--- src/hdl/bpsd_pkg.sv ---
`default_nettype none
package bpsd_pkg;

    localparam int NUM_AXES   = 8;
    localparam int DIST_BITS  = 8;
    // fixed layout of the stream payload
    localparam int FIELD_W    = 8;
    localparam int MAX_AXES   = 8;
    localparam int IN_DATA_W  = (MAX_AXES + 1) * FIELD_W;
    localparam int OUT_DATA_W = 2 * FIELD_W;
    localparam int IDX_W      = DIST_BITS;
    localparam int BIT_W      = (DIST_BITS > 1) ? $clog2(DIST_BITS) : 1;
    localparam int RUL_W      = $clog2(DIST_BITS + 1);

    localparam logic REQ_LOAD = 1'b0;
    localparam logic REQ_TICK = 1'b1;

    typedef logic [DIST_BITS-1:0] count_t;
    typedef logic [NUM_AXES-1:0]  axes_t;
    typedef logic [IDX_W-1:0]     idx_t;
    typedef logic [BIT_W-1:0]     bit_sel_t;
    typedef logic [RUL_W-1:0]     ruler_t;

    // plane pick for the current index and for the one below it
    typedef struct packed {
        logic     hit_now;
        bit_sel_t sel_now;
        logic     hit_prev;
        bit_sel_t sel_prev;
    } lane_ctl_t;

    typedef struct packed {
        axes_t step_mask;
        logic  use_prev;
    } merge_res_t;

    // number of trailing ones of the index
    function automatic ruler_t ruler(input idx_t v);
        ruler_t r;
        logic   run;
        r   = '0;
        run = 1'b1;
        for (int i = 0; i < IDX_W; i++)
        begin
            run = run & v[i];
            if (run)
            begin
                r = r + ruler_t'(1);
            end
        end
        return r;
    endfunction

    // 2^(top+1) - 2
    function automatic idx_t start_index(input bit_sel_t top);
        idx_t ones;
        ones    = {IDX_W{1'b1}} >> (IDX_W - 1 - int'(top));
        ones[0] = 1'b0;
        return ones;
    endfunction

endpackage
`default_nettype wire

--- src/hdl/bpsd_lane.sv ---
`default_nettype none
module bpsd_lane (
    input  wire bpsd_pkg::count_t    cnt,
    input  wire bpsd_pkg::lane_ctl_t ctl,
    output logic                     bit_now,
    output logic                     bit_prev
);

    // plane r of the run is count bit (top - r)
    assign bit_now  = ctl.hit_now  & cnt[ctl.sel_now];
    assign bit_prev = ctl.hit_prev & cnt[ctl.sel_prev];

endmodule
`default_nettype wire

--- src/hdl/bpsd_merge.sv ---
`default_nettype none
module bpsd_merge (
    input  wire bpsd_pkg::axes_t       plane_now,
    input  wire bpsd_pkg::axes_t       plane_prev,
    input  wire                        idx_nonzero,
    output bpsd_pkg::merge_res_t       res
);

    logic empty_now;

    assign empty_now = (plane_now == '0);

    always_comb
    begin
        // an empty plane is skipped in favor of the next index down
        res.use_prev  = empty_now & idx_nonzero;
        res.step_mask = res.use_prev ? plane_prev : plane_now;
    end

endmodule
`default_nettype wire

--- src/hdl/bit_plane_step_distributor_core.sv ---
// a result is in the output register in the cycle after its request is accepted
// throughput: one request per cycle; a new request is taken while a result waits,
// as long as the output register is free or being drained in the same cycle
// the step pattern comes from one pass through the per-axis lanes and the merge
// reset: asynchronous, clears the active run, the pending buffer and the output valid
`default_nettype none
module bit_plane_step_distributor_core (
    input  wire                                 clk,
    input  wire                                 rst_n,
    input  wire                                 s_tvalid,
    output logic                                s_tready,
    // dist_a0, dist_a1, ..., dist_a7, neg_mask
    input  wire [bpsd_pkg::IN_DATA_W-1:0]       s_tdata,
    // req_type
    input  wire [0:0]                           s_tuser,
    output logic                                m_tvalid,
    input  wire                                 m_tready,
    // step_mask, dir_mask
    output logic [bpsd_pkg::OUT_DATA_W-1:0]     m_tdata,
    // step_valid, load_taken
    output logic [1:0]                          m_tuser,
    // run_end
    output logic                                m_tlast
);

    bpsd_pkg::count_t   cur_cnt_reg  [bpsd_pkg::NUM_AXES];
    bpsd_pkg::count_t   cur_cnt_next [bpsd_pkg::NUM_AXES];
    bpsd_pkg::count_t   nxt_cnt_reg  [bpsd_pkg::NUM_AXES];
    bpsd_pkg::count_t   nxt_cnt_next [bpsd_pkg::NUM_AXES];
    bpsd_pkg::count_t   load_cnt     [bpsd_pkg::NUM_AXES];
    bpsd_pkg::bit_sel_t cur_top_reg, cur_top_next, nxt_top_reg, nxt_top_next, load_top;
    bpsd_pkg::idx_t     cur_idx_reg, cur_idx_next, nxt_idx_reg, nxt_idx_next;
    bpsd_pkg::axes_t    cur_dir_reg, cur_dir_next, nxt_dir_reg, nxt_dir_next, load_dir;
    logic               run_active_reg, run_active_next;
    logic               next_valid_reg, next_valid_next;

    logic               m_tvalid_reg, m_tvalid_next;
    bpsd_pkg::axes_t    out_step_reg, out_step_next;
    bpsd_pkg::axes_t    out_dir_reg, out_dir_next;
    logic               out_sv_reg, out_sv_next;
    logic               out_end_reg, out_end_next;
    logic               out_taken_reg, out_taken_next;

    logic               accept, is_load, is_tick;
    bpsd_pkg::count_t   all_bits;
    bpsd_pkg::idx_t     idx_prev, idx_eff;
    bpsd_pkg::ruler_t   rul_now, rul_prev, top_ext;
    bpsd_pkg::lane_ctl_t lane_ctl;
    bpsd_pkg::axes_t    plane_now, plane_prev;
    bpsd_pkg::merge_res_t merged;
    logic               run_end;

    assign s_tready = !m_tvalid_reg || m_tready;
    assign accept   = s_tvalid && s_tready;
    assign is_load  = accept && (s_tuser[0] == bpsd_pkg::REQ_LOAD);
    assign is_tick  = accept && (s_tuser[0] == bpsd_pkg::REQ_TICK);

    // unpack the load and find the depth of the sub-motion
    always_comb
    begin
        all_bits = '0;
        for (int a = 0; a < bpsd_pkg::NUM_AXES; a++)
        begin
            load_cnt[a] = s_tdata[a*bpsd_pkg::FIELD_W +: bpsd_pkg::DIST_BITS];
            all_bits    = all_bits | load_cnt[a];
        end
        load_top = '0;
        for (int p = 0; p < bpsd_pkg::DIST_BITS; p++)
        begin
            if (all_bits[p])
            begin
                load_top = bpsd_pkg::bit_sel_t'(p);
            end
        end
        load_dir = s_tdata[bpsd_pkg::MAX_AXES*bpsd_pkg::FIELD_W +: bpsd_pkg::NUM_AXES];
    end

    // plane selection shared by all lanes
    assign idx_prev = cur_idx_reg - bpsd_pkg::idx_t'(1);
    assign rul_now  = bpsd_pkg::ruler(cur_idx_reg);
    assign rul_prev = bpsd_pkg::ruler(idx_prev);
    assign top_ext  = bpsd_pkg::ruler_t'(cur_top_reg);

    always_comb
    begin
        lane_ctl.hit_now  = (rul_now <= top_ext);
        lane_ctl.sel_now  = bpsd_pkg::bit_sel_t'(top_ext - rul_now);
        lane_ctl.hit_prev = (rul_prev <= top_ext);
        lane_ctl.sel_prev = bpsd_pkg::bit_sel_t'(top_ext - rul_prev);
    end

    for (genvar a = 0; a < bpsd_pkg::NUM_AXES; a++)
    begin : g_lane
        bpsd_lane u_lane (
            .cnt      (cur_cnt_reg[a]),
            .ctl      (lane_ctl),
            .bit_now  (plane_now[a]),
            .bit_prev (plane_prev[a])
        );
    end

    bpsd_merge u_merge (
        .plane_now   (plane_now),
        .plane_prev  (plane_prev),
        .idx_nonzero (cur_idx_reg != '0),
        .res         (merged)
    );

    assign idx_eff = merged.use_prev ? idx_prev : cur_idx_reg;
    assign run_end = (idx_eff == '0);

    // run and pending buffer update
    always_comb
    begin
        cur_cnt_next    = cur_cnt_reg;
        nxt_cnt_next    = nxt_cnt_reg;
        cur_top_next    = cur_top_reg;
        nxt_top_next    = nxt_top_reg;
        cur_idx_next    = cur_idx_reg;
        nxt_idx_next    = nxt_idx_reg;
        cur_dir_next    = cur_dir_reg;
        nxt_dir_next    = nxt_dir_reg;
        run_active_next = run_active_reg;
        next_valid_next = next_valid_reg;
        out_taken_next  = 1'b0;
        if (is_load)
        begin
            if (!run_active_reg)
            begin
                cur_cnt_next    = load_cnt;
                cur_top_next    = load_top;
                cur_idx_next    = bpsd_pkg::start_index(load_top);
                cur_dir_next    = load_dir;
                run_active_next = 1'b1;
                out_taken_next  = 1'b1;
            end
            else if (!next_valid_reg)
            begin
                nxt_cnt_next    = load_cnt;
                nxt_top_next    = load_top;
                nxt_idx_next    = bpsd_pkg::start_index(load_top);
                nxt_dir_next    = load_dir;
                next_valid_next = 1'b1;
                out_taken_next  = 1'b1;
            end
        end
        else if (is_tick && run_active_reg)
        begin
            if (!run_end)
            begin
                cur_idx_next = idx_eff - bpsd_pkg::idx_t'(1);
            end
            else if (next_valid_reg)
            begin
                cur_cnt_next    = nxt_cnt_reg;
                cur_top_next    = nxt_top_reg;
                cur_idx_next    = nxt_idx_reg;
                cur_dir_next    = nxt_dir_reg;
                next_valid_next = 1'b0;
            end
            else
            begin
                run_active_next = 1'b0;
            end
        end
    end

    // result of this request
    always_comb
    begin
        out_step_next = '0;
        out_dir_next  = '0;
        out_sv_next   = 1'b0;
        out_end_next  = 1'b0;
        if (is_tick && run_active_reg)
        begin
            out_step_next = merged.step_mask;
            out_dir_next  = cur_dir_reg;
            out_sv_next   = 1'b1;
            out_end_next  = run_end;
        end
    end

    always_comb
    begin
        if (accept)
        begin
            m_tvalid_next = 1'b1;
        end
        else if (m_tready)
        begin
            m_tvalid_next = 1'b0;
        end
        else
        begin
            m_tvalid_next = m_tvalid_reg;
        end
    end

    always_ff @(posedge clk or negedge rst_n)
    begin
        if (!rst_n)
        begin
            run_active_reg <= 1'b0;
            next_valid_reg <= 1'b0;
            cur_idx_reg    <= '0;
            m_tvalid_reg   <= 1'b0;
        end
        else
        begin
            run_active_reg <= run_active_next;
            next_valid_reg <= next_valid_next;
            cur_idx_reg    <= cur_idx_next;
            m_tvalid_reg   <= m_tvalid_next;
        end
    end

    always_ff @(posedge clk)
    begin
        cur_cnt_reg <= cur_cnt_next;
        nxt_cnt_reg <= nxt_cnt_next;
        cur_top_reg <= cur_top_next;
        nxt_top_reg <= nxt_top_next;
        nxt_idx_reg <= nxt_idx_next;
        cur_dir_reg <= cur_dir_next;
        nxt_dir_reg <= nxt_dir_next;
        if (accept)
        begin
            out_step_reg  <= out_step_next;
            out_dir_reg   <= out_dir_next;
            out_sv_reg    <= out_sv_next;
            out_end_reg   <= out_end_next;
            out_taken_reg <= out_taken_next;
        end
    end

    assign m_tvalid = m_tvalid_reg;
    assign m_tdata  = {bpsd_pkg::FIELD_W'(out_dir_reg), bpsd_pkg::FIELD_W'(out_step_reg)};
    assign m_tuser  = {out_taken_reg, out_sv_reg};
    assign m_tlast  = out_end_reg;

endmodule
`default_nettype wire

--- config.mk ---
export PLATFORM = sky130hd
export DESIGN_NAME = bit_plane_step_distributor_core
export DESIGN_NICKNAME = d
export VERILOG_FILES = /design/src/hdl/bpsd_pkg.sv /design/src/hdl/bpsd_lane.sv /design/src/hdl/bpsd_merge.sv /design/src/hdl/bit_plane_step_distributor_core.sv
export SDC_FILE = /design/constraint.sdc
export NUM_CORES = 1
export LEC_CHECK = 0
export BUFFER_PORTS_ARGS = -buffer_cell sky130_fd_sc_hd__buf_4
export CAP_MARGIN = 20
export CELL_PAD_IN_SITES_DETAIL_PLACEMENT = 2
export CELL_PAD_IN_SITES_GLOBAL_PLACEMENT = 2
export CORE_MARGIN = 5
export CORE_UTILIZATION = 41
export CTS_BUF_LIST = sky130_fd_sc_hd__clkbuf_2
export DETAILED_ROUTE_END_ITERATION = 8
export HOLD_SLACK_MARGIN = 0.03
export PLACE_DENSITY_LB_ADDON = 0.1
export SLEW_MARGIN = 0
export SYNTH_ARGS = -nofsm -noshare
export SYNTH_HDL_FRONTEND = slang
export SYNTH_HIERARCHICAL = 1
export SYNTH_SLANG_ARGS = --single-unit
--- constraint.sdc ---
create_clock -name clk -period 16.7 [get_ports clk]
set_input_delay 1.67 -clock clk [delete_from_list [all_inputs] [get_ports clk]]
set_output_delay 1.67 -clock clk [all_outputs]
set_load 0.005 [all_outputs]
==> results of run 1 <==
-- worst reg2reg max path: cells and delay by family, from the launching register on --
kind / cells / cell delay, ns
buffers and inverters: 5 / 1.49
DFF: 1 / 0.92
xor gates and xnor gates: 2 / 0.90
and+or+nand+nor: 12 / 3.06
muxes: 5 / 1.46
AOI/OAI and AO/OA: 3 / 0.29
adders and majority gates: 6 / 2.02
-- worst paths after layout --
kind | startpoint | to | slack (ns) | cells after the start
worst min register to register | nxt_cnt_reg[56] | cur_cnt_reg[56] | 0.55 | 2
min in group asynchronous | rst_n | next_valid_reg | 0.63 | 1
worst max-delay path | cur_idx_reg[2] | cur_top_reg[2] | 6.11 | 33
worst min-delay path | nxt_cnt_reg[56] | cur_cnt_reg[56] | 0.55 | 2
max in group asynchronous | rst_n | cur_idx_reg[7] | 15.82 | 1
worst max register to register | cur_idx_reg[2] | cur_top_reg[2] | 6.11 | 33
-- synthesized netlist by cell type (all sizes together), types with 4 or more instances --
library cell  count  area share [%]
nand2           260             9.3
edfxtp          175              50
inv              64             2.3
nor2             51             1.8
clkbuf           28             1.0
mux2i            25             2.4
ha               24             2.9
mux2             24             2.6
o31ai            19             1.4
xnor2            19             1.6
and2             18             1.1
a311oi           17             1.4
buf              17             1.0
o21ai            17            0.81
mux4             16             4.0
a21oi            13            0.62
nand3            13            0.62
nor4             13            0.84
dfrtp            11             2.6
nand2b           10            0.60
nor3             10            0.53
xor2             10            0.84
o41ai             8             1.2
or4               8            0.61
a31oi             7            0.42
or3               6            0.41
a211oi            5            0.36
a21boi            5            0.36
nand4b            5            0.56
and3              4            0.24
nor2b             4            0.24
o21bai            4            0.29
o22ai             4            0.37
or2               4            0.24
-- metal layers --
metal	global-route usage, %	wire (µm)	share of wire [%]
met4	6.30	658	2.0
met5	0	0	0
met3	2.82	980	3.0
met2	40.4	16900	52
met1	28.3	13800	43
-- metrics by stage --
stage          hold slack [ns]  cell area [µm²]
2_1_floorplan            0.491            10500
3_3_place_gp             0.492            11500
3_5_place_dp             0.507            11500
4_1_cts                  0.520            11800
5_1_grt                  0.523            11800
6_report                 0.550            11800
-- power groups by stage --
stage | combinational (mW) | sequential (mW) | clock [mW]
CTS | 0.925 | 0.569 | 0.261
finish | 0.934 | 0.569 | 0.250
global route | 1.02 | 0.574 | 0.281
floorplan | 0.706 | 0.544 | 0
detailed placement | 0.920 | 0.580 | 0
global placement | 0.875 | 0.578 | 0
-- area by class of cell --
cell class                 count  area share, %
tap                          330           3.49
inverter                      64           2.03
sequential                   186           46.8
antenna                        1         0.0212
clock buffer                  17          0.720
clock inverter                14           1.52
timing repair buffer         107           7.13
multi-input combinational    669           38.3
-- kinds of logic (layout without fill, tap and decap cells) --
kind of cell / after synthesis / in the layout / synth area share (%)
other: 0 / 1 / 0
DFF: 186 / 186 / 52.8
adders and majority gates: 26 / 26 / 3.25
AOI/OAI and AO/OA: 128 / 128 / 9.79
buffers and inverters: 109 / 202 / 4.33
and+or+nand+nor: 421 / 421 / 18.4
muxes: 65 / 65 / 8.99
xor gates and xnor gates: 29 / 29 / 2.43
==> results.json, run 1 <==
{
  "die_x_um": 170,
  "p_leak_nw": 4.69,
  "dp_hpwl_um": 23300,
  "multi_input_area_mm2": 0.00453,
  "syn_inst": 964,
  "overflow": 0,
  "cp-start-kind": "flip-flop",
  "avgSynthCellArea_um2": 10.9,
  "viasPerCell": 5.66,
  "netSwitchingPower_mw": 0.791,
  "rsz0062_at_grt": "false",
  "synth_flop_cell": "edfxtp_1",
  "finalHoldViolCount": 0,
  "max_freq_mhz": 94.4,
  "cts_made_buffers": 17,
  "rows": 58,
  "arrival_ns": 10.99,
  "cap_violations": 0,
  "core_mm2": 0.0252,
  "final_max_slew_viol_count": 0,
  "crit_path_top_delay_cell": "dfrtp_1",
  "finalNonFillerCells": 1388,
  "drc": 0,
  "start_util_pct": 41.6,
  "setup-tns-final_ns": 0,
  "nets": 1148,
  "min_period_ns": 10.59,
  "async_reset_ff_share_pct": 5.91,
  "synth_area_mm2": 0.0105,
  "antenna_found_initial": 1,
  "area_delta_synth_final_pct": 13.0,
  "p_int_mw": 0.963,
  "die_y_um": 170,
  "fin_skew_ns": 0.0711,
  "port_buffers": 97,
  "critPathBufInv": 5,
  "timing.slew.headroom_pct": 25.3,
  "grt_util_all_layers_pct": 22.4,
  "swShare_pct": 45.1,
  "critical_path_required_ns": 17.10,
  "io-pin-count": 98,
  "vias": 7855,
  "cts_sinks": 186,
  "drt_iter0_drc": 436,
  "crit_family": "simple AND/OR/NAND/NOR gates",
  "fillers": 2601,
  "seqCellArea_mm2": 0.00553,
  "drtPass1Iterations": 5,
  "slowest_delay_ns": 0.92,
  "synthesis.nets": 1067,
  "grt_max_degree": 86,
  "cts_tree": "built",
  "drive_gt1_share_pct": 18.4,
  "post_cts_buffers": 0,
  "synth_edf_count": 175,
  "cp-end-kind": "flip-flop",
  "dieArea_mm2": 0.0288,
  "cp_common_cell": "ha_1",
  "clk_pin_slew_ns": 0.34,
  "totalPowerFinal_mw": 1.75,
  "path_max_fanout": 75,
  "clock_path_buffers": 2,
  "grt_pass1_vias": 8652,
  "synth-seq-area-share_pct": 52.8,
  "min_period_over_period_pct": 63.4,
  "critical_path_class": "reg -> reg",
  "routed_wl_um": 32300,
  "grt_pass1_wl_um": 49700,
  "setup_viol": 0,
  "dp_cells": 1353,
  "p_seq_share_pct": 32.5,
  "dpl_worst_slack_ns": 6.18,
  "place_congestion": 0.810,
  "detail-route-antenna-nets": 0,
  "hold_path.class": "reg -> reg",
  "layout_common_cells": "nand2_1, edfxtp_1, buf_4",
  "clock-root-buffer": "clkbuf_2",
  "status": "complete, no violations",
  "routedWlPerCell_um": 23.3,
  "clk_latency_ns": 0.80,
  "ys_seq_elements": 186,
  "synth_cell_types": 79,
  "worst_slack_ns": 6.11,
  "layout_commonest_cell": "nand2_1",
  "worst_pin_slew_ns": 1.11,
  "cts_hold_buf": 0,
  "p_comb_share_pct": 53.3,
  "final_util_pct": 46.9,
  "cellPowerDensity_mw_per_mm2": 148,
  "htreeDepth": 4,
  "ys_warn_count": 6,
  "power_frac_clock_pct": 14.3,
  "cts_resized": 0,
  "peakVddDrop_mv": 0.0836
}
No activity file was read; power rests on OpenSTA's default activity.
==> run 2, diff against run 1 <==
Clock period 16.7 ns to 9.85 ns, I/O delays scaled along.
==> results.json, run 2 (synthesis results as in run 1) <==
{
  "area_delta_synth_final_pct": 13.5,
  "antenna_found_initial": 1,
  "critical_path_required_ns": 10.29,
  "min_path_cells": 1,
  "finalNonFillerCells": 1399,
  "arrival_ns": 9.64,
  "setup_viol": 0,
  "p_int_mw": 1.64,
  "max_freq_mhz": 109,
  "p_leak_nw": 4.72,
  "cts_made_buffers": 17,
  "viasPerCell": 5.60,
  "cp-end-kind": "flip-flop",
  "cp-start-kind": "flip-flop",
  "use_met1_pct": 28.6,
  "routed_wl_um": 31700,
  "p_comb_share_pct": 55.2,
  "holdPathEnd": "nxt_cnt_reg[32]",
  "critPathBufInv": 4,
  "place_congestion": 0.840,
  "final_max_slew_viol_count": 0,
  "totalPowerFinal_mw": 2.98,
  "swShare_pct": 45.0,
  "layout_commonest_cell": "nand2_1",
  "clock_path_buffers": 2,
  "drive_gt1_share_pct": 19.3,
  "grt_pass1_vias": 8348,
  "overflow": 0,
  "die_y_um": 170,
  "min_period_ns": 9.20,
  "detail-route-antenna-nets": 0,
  "crit_path_top_delay_cell": "or4b_4",
  "dp_cells": 1361,
  "min_period_over_period_pct": 93.4,
  "met3_usage_pct": 2.94,
  "htreeDepth": 4,
  "io-pin-count": 98,
  "power_frac_clock_pct": 13.3,
  "rr_endpoint": "cur_dir_reg[0]",
  "hold_path.class": "in -> reg",
  "nets": 1158,
  "grt_pass1_wl_um": 48300,
  "fin_skew_ns": 0.0809,
  "cts_sinks": 186,
  "dpl_worst_slack_ns": 0.399,
  "grt.busiest_layer": "met2",
  "layout_common_cells": "nand2_1, edfxtp_1, buf_4",
  "hold_ws_ns": 0.304,
  "clk_pin_slew_ns": 0.36,
  "rr_startpoint": "cur_idx_reg[1]",
  "cellPowerDensity_mw_per_mm2": 251,
  "clk_latency_ns": 0.83,
  "grt_max_degree": 86,
  "rows": 58,
  "clock-root-buffer": "clkbuf_2",
  "path_depth": 33,
  "finalInstanceArea_mm2": 0.0119,
  "p_seq_share_pct": 31.6,
  "netSwitchingPower_mw": 1.34,
  "grt_util_all_layers_pct": 21.8,
  "critical_path_class": "reg -> reg",
  "start_util_pct": 41.6,
  "die_x_um": 170,
  "dieArea_mm2": 0.0288,
  "port_buffers": 97,
  "postPlaceCellArea_mm2": 0.0116,
  "worst_pin_slew_ns": 1.13,
  "vias": 7833,
  "drc": 0,
  "rsz0062_at_grt": "false",
  "drtPass1Iterations": 4,
  "multi_input_area_mm2": 0.00454,
  "peakVddDrop_mv": 0.0987,
  "crit_family": "simple AND/OR/NAND/NOR gates",
  "cp_common_cell": "ha_1",
  "grt_use_met2_pct": 38.4,
  "drt_iter0_drc": 442,
  "dp_hpwl_um": 23300,
  "routedWlPerCell_um": 22.6,
  "worst_slack_ns": 0.648,
  "core_mm2": 0.0252,
  "finalHoldViolCount": 0,
  "r2r_setup_slack_ns": 0.65,
  "seqCellArea_mm2": 0.00553,
  "path_max_fanout": 75,
  "fillers": 2607,
  "status": "complete, no violations",
  "cts_tree": "built",
  "min_from": "s_tdata[24]",
  "rr_worst_depth": 33,
  "setup-tns-final_ns": 0,
  "timing.slew.headroom_pct": 24.7,
  "slowest_delay_ns": 0.67,
  "cap_violations": 0,
  "final_util_pct": 47.2
}
[run 2: power groups by stage]
stage	Clock (mW)	Combinational (mW)	Sequential (mW)
6_report	0.395	1.64	0.941
5_1_grt	0.443	1.78	0.947
4_1_cts	0.411	1.62	0.940
3_5_place_dp	0	1.61	0.957
3_3_place_gp	0	1.54	0.956
2_1_floorplan	0	1.20	0.921
[run 2: worst max-delay path by stage]
stage	from	endpoint	slack [ns]
2_1_floorplan	cur_idx_reg[1]	cur_cnt_reg[0]	0.20
3_3_place_gp	cur_idx_reg[0]	cur_dir_reg[5]	0.72
3_5_place_dp	cur_idx_reg[0]	cur_dir_reg[4]	0.40
4_1_cts	cur_idx_reg[0]	cur_dir_reg[0]	0.34
5_1_grt	cur_idx_reg[1]	cur_dir_reg[0]	0.04
6_report	cur_idx_reg[1]	cur_dir_reg[0]	0.65
[run 2: worst reg2reg max path: cells and delay by family (launching register included)]
family / cells / cell delay, ns
and+or+nand+nor: 12 / 3.25
muxes: 5 / 1.35
DFF: 1 / 0.54
adders and majority gates: 7 / 2.16
xor gates and xnor gates: 1 / 0.19
AOI/OAI and AO/OA: 4 / 0.62
buffers and inverters: 4 / 0.62
[run 2: cell type report]
type                    instances  area share (%)
multi-input cells             669            38.2
flip-flops and latches        186            46.6
clock inverters                14            1.30
inverters                      64            2.02
diodes                          1          0.0211
well taps                     330            3.48
clock buffers                  18           0.758
repair buffers                117            7.63
[run 2: timing repair]
action | CTS | global route
hold buffers | 1 | 0
buffers inserted | 0 | 4
resized for setup | 0 | 2
endpoints found under the hold margin | 11 | 0
setup endpoints to repair | 0 | 75
[run 2: layer usage]
layer / vias to the layer above / wire length [µm] / part of all wire (%)
met1: 4013 / 14000 / 44
li1: 3658 / - / -
met5: - / 0 / 0
met2: 136 / 16400 / 52
met4: 0 / 522 / 1.6
met3: 26 / 777 / 2.5
